--- config.mk ---
export PLATFORM = sky130hd
export DESIGN_NAME = bss_queue
export DESIGN_NICKNAME = d
export VERILOG_FILES = /design/src/rtl/core/bezier_segment_split_top_assert.svh /design/src/rtl/core/bss_pkg.sv /design/src/rtl/core/bss_queue.sv
export SDC_FILE = /design/constraint.sdc
export NUM_CORES = 1
export LEC_CHECK = 0
export BUFFER_PORTS_ARGS = -buffer_cell sky130_fd_sc_hd__buf_2
export CORE_MARGIN = 2
export CORE_UTILIZATION = 25
export DETAILED_ROUTE_END_ITERATION = 10
export GPL_TIMING_DRIVEN = 0
export PLACE_DENSITY = 0.46
export SYNTH_ARGS = -nofsm -noshare
export SYNTH_HDL_FRONTEND = slang
export SYNTH_SLANG_ARGS = --single-unit
--- constraint.sdc ---
create_clock -name clk -period 1.39 [get_ports clk]
set_input_delay 0 -clock clk [delete_from_list [all_inputs] [get_ports clk]]
set_output_delay 0 -clock clk [all_outputs]
set_load 0.01 [all_outputs]
--- src/rtl/core/bezier_segment_split_top_assert.svh ---
// Assertion macros for the segment splitter.
// BSS_ASSERT_IMPL checks cons in the same cycle as ante.
// BSS_ASSERT_NEXT checks cons in the cycle after ante.
`ifndef BEZIER_SEGMENT_SPLIT_TOP_ASSERT_SVH
`define BEZIER_SEGMENT_SPLIT_TOP_ASSERT_SVH
`ifndef SYNTH
`define BSS_ASSERT_IMPL(label, ante, cons) \
  label: assert property (@(posedge clk) disable iff (rst) (ante) |-> (cons)) \
    else $error("segment splitter assertion failed");
`define BSS_ASSERT_NEXT(label, ante, cons) \
  label: assert property (@(posedge clk) disable iff (rst) (ante) |=> (cons)) \
    else $error("segment splitter assertion failed");
`else
`define BSS_ASSERT_IMPL(label, ante, cons)
`define BSS_ASSERT_NEXT(label, ante, cons)
`endif
`endif

--- src/rtl/core/bss_pkg.sv ---
`timescale 1ns / 1ps
`default_nettype none

package bss_pkg;

  // Q16.16 coordinate word
  typedef logic signed [31:0] coord_t;

  // Input segment kinds
  localparam logic [1:0] KIND_LINE  = 2'd0;
  localparam logic [1:0] KIND_QUAD  = 2'd1;
  localparam logic [1:0] KIND_CUBIC = 2'd2;

  // Result segment kinds
  localparam logic HALF_LINE  = 1'b0;
  localparam logic HALF_CUBIC = 1'b1;

  // Segment as a cubic; index 0 is x, index 1 is y
  typedef struct packed {
    logic         is_line;
    coord_t [1:0] p0;
    coord_t [1:0] p1;
    coord_t [1:0] p2;
    coord_t [1:0] p3;
  } seg_t;

  // Latency of one interpolation unit
  localparam int LERP_LAT = 3;
  localparam int PIPE_LEN = 3 * LERP_LAT;

  // Rounded divide by three: floor(m * DIV3_MUL / 2^DIV3_SHIFT), m below 2^34
  localparam int DIV3_W     = 34;
  localparam int DIV3_SPLIT = 17;
  localparam int DIV3_MUL_W = 34;
  localparam int DIV3_PP_W  = DIV3_SPLIT + DIV3_MUL_W;
  localparam int DIV3_SUM_W = DIV3_W + DIV3_MUL_W;
  localparam int DIV3_SHIFT = 35;
  localparam longint unsigned DIV3_MUL_L = ((64'd1 << DIV3_SHIFT) + 64'd1) / 64'd3;
  localparam logic [DIV3_MUL_W-1:0] DIV3_MUL = DIV3_MUL_W'(DIV3_MUL_L);

  // Segment queue between front and back
  localparam int QUEUE_DEPTH = 2;
  localparam int QPTR_W      = $clog2(QUEUE_DEPTH);
  localparam int QCNT_W      = $clog2(QUEUE_DEPTH + 1);

endpackage

`default_nettype wire

--- src/rtl/core/bss_queue.sv ---
`timescale 1ns / 1ps
`default_nettype none

module bss_queue #(
  parameter int W = 8
) (
  input  logic         clk,
  input  logic         rst,
  input  logic         push,
  input  logic [W-1:0] wdata,
  output logic         full,
  input  logic         pop,
  output logic         nonempty,
  output logic [W-1:0] rdata
);
  import bss_pkg::*;

  logic [W-1:0]      mem [QUEUE_DEPTH];
  logic [QPTR_W-1:0] wr_ptr, rd_ptr;
  logic [QCNT_W-1:0] count;

  assign full     = (count == QCNT_W'(QUEUE_DEPTH));
  assign nonempty = (count != '0);
  assign rdata    = mem[rd_ptr];

  // store entry
  always_ff @(posedge clk) begin
    if (push) begin
      mem[wr_ptr] <= wdata;
    end
  end

  // move pointers and fill count
  always_ff @(posedge clk) begin
    if (rst) begin
      wr_ptr <= '0;
      rd_ptr <= '0;
      count  <= '0;
    end else begin
      if (push) begin
        wr_ptr <= wr_ptr + QPTR_W'(1);
      end
      if (pop) begin
        rd_ptr <= rd_ptr + QPTR_W'(1);
      end
      if (push && !pop) begin
        count <= count + QCNT_W'(1);
      end else if (pop && !push) begin
        count <= count - QCNT_W'(1);
      end
    end
  end

endmodule

`default_nettype wire

==> run metrics <==
status=complete, no violations; Synthesized Nets=60; CTS root buf=clkbuf_4; final hold vios=0; Site Rows=20; drt first pass iters=2; Worst EP arrival=1.29 ns; multi-input logic area=199 um2; number of distinct library cells after synthesis=16; register area=581 um2; cts bufs inserted=3; critical path data required time=1.39 ns; Hold Slack=0.187 ns; final wirelength=1270 um; crit-path max FO=8; post-synthesis cell area=786 um2; WL per Instance=9.98 um; kind of critical path=reg2out; IO buf count=21; H-Tree Depth=1; layout cells sized above 1=44.6%; Yosys reg bits=21; pwr/cell area=1130 mW/mm2; Seq/Total Area, Yosys=73.9%; die width=60.1 um; max_cap viols=0; GRT Residual Overflow=0; CTS tree=built; Core Region=0.00303 mm2; yosys warns=0; Post-synth EDFFs=16; DR vias/cell=3.89; synthesis-to-finish area growth=38.5%; Synth area leaders=edfxtp_1 (61%), dfxtp_1 (13%), mux2_2 (11%); Fill cells=306; min Tclk post-route=1.29 ns; Max Freq=0.773 GHz; asr flop ratio synth=0%; Die Height=60.1 um; Yosys top cell area share=61.1%; leakage=0.432 nW; net total in the final layout=97; Synth Instances=47; Hold Path Class=in2reg; Worst VDD drop=0.584 mV; Initial DRC Count=6; Worst setup EP type=output pin; initial antenna violation count=0; largest net degree at the start of global routing=13; Initial Utilization=26.0%; clock sink total=21; reg2reg start=wr_ptr$_SDFFE_PP0P_; max-slew violations=0; Ant. Diodes=0; clock slew at reported path FFs=0.10 ns; gpl congestion=0.617; DR DRC count=0; cell with the most instances after synthesis=edfxtp_1; first-pass GRT wire length=2150 um; Clock Skews=0.00539 ns; Slew HR=69.7%; IO Pins=22; startpoint types=flip-flop; Avg Cell Area, Syn=16.7 um2; Detail Route Antenna Nets=0; Slew @ Worst Pin=0.453 ns; Vias=494; Final period util=93.1%; Commonest cells post-synth=edfxtp_1 (16), mux2_2 (8), dfxtp_1 (5); Setup TNS=0 ns; vias in the first global route=525; CTS Buffer Depth=2; Synth area leader=edfxtp_1; Hold Path Origin=push; GRT Overall Usage=8.35%; top_reg_cell synth=edfxtp_1; DIE AREA=0.00361 mm2; worst-skew pair later-pin latency=0.29 ns; RSZ-0062 raised after global routing=false; Setup Buffers After CTS=0; final setup fails=0
timing repair:
| action | in CTS | in global routing |
|---|---|---|
| hold buffers | 11 | 0 |
| setup endpoints to repair | 0 | 16 |
| hold endpoints to repair | 21 | 0 |
| gates resized for setup | 0 | 2 |
metal layers:
| layer | up-vias | track usage [%] | wire length (um) |
|---|---|---|---|
| met5 | - | 0 | 0 |
| met4 | 0 | 0.952 | 0 |
| met3 | 0 | 4.55 | 91 |
| met2 | 17 | 15.7 | 658 |
| met1 | 236 | 8.21 | 518 |
| li1 | 241 | - | - |
placed cells by master (no fill, tap or decap), types with 2 or more instances in the layout:
master         count
nor2_1             4
buf_2             21
xnor2_1            2
clkbuf_4           4
xor2_1             2
dlygate4sd3_1     11
mux2_2             8
dfxtp_1            5
edfxtp_1          16
flip-flops by register name, indices dropped and copies added, names as in the netlist, named ones only:
| register | flops |
|---|---|
| rd_ptr | 1 |
| count | 2 |
| mem | 16 |
| wr_ptr | 1 |
layout make-up:
| cell class | count | area share (%) |
|---|---|---|
| Buffer | 1 | 0.690 |
| Clock buffer | 3 | 2.07 |
| Clock inverter | 1 | 0.460 |
| Inverter | 1 | 0.345 |
| Multi-Input combinational cell | 24 | 18.3 |
| Sequential cell | 21 | 53.3 |
| Tap cell | 44 | 5.06 |
| Timing Repair Buffer | 32 | 19.8 |
cells by family after synthesis:
group,after synthesis,share of synthesized area [%]
mux,8,11.5
simple gates,9,6.21
fa+ha+maj,1,1.59
compound gates,2,1.27
xor+xnor,4,4.46
buf+inv,2,1.11
flops,21,73.9
final timing paths:
| path | to | slack [ns] | cells after the start |
|---|---|---|---|
| hold / removal | count[0]$_SDFFE_PP0P_ | 0.19 | 4 |
| setup reg to reg | wr_ptr$_SDFFE_PP0P_ | 0.18 | 3 |
| setup / recovery | rdata[0] | 0.1 | 3 |
| hold reg to reg | count[1]$_SDFFE_PP0P_ | 0.52 | 2 |
where the power goes:
group          total (mW)  internal, mW  switching, mW  leakage, nW
clock               0.278         0.107          0.171       0.0177
sequential          0.742         0.724         0.0179        0.192
combinational       0.207         0.115         0.0926        0.223
total                1.23         0.946          0.282        0.432
per-stage QoR:
stage / power, mW / utilization, % / cells / cell area [um2] / worst slack, ns
floorplan: 0.866 / - / 47 / 786 / 0.302
global placement: 0.936 / 31.2 / 112 / 946 / 0.0482
detailed placement: 0.942 / 31.2 / 112 / 946 / 0.0428
CTS: 1.25 / 35.8 / 127 / 1080 / 0.0287
global route: 1.30 / 36.0 / 127 / 1090 / 0.0163
finish: 1.23 / 36.0 / 127 / 1090 / 0.0962
critical path, cell delays in order (launching register included):
cell,delay (ns)
dfxtp_1,0.32
clkbuf_4,0.20
mux2_2,0.35
buf_2,0.14
(Power assumes the default switching activity.)
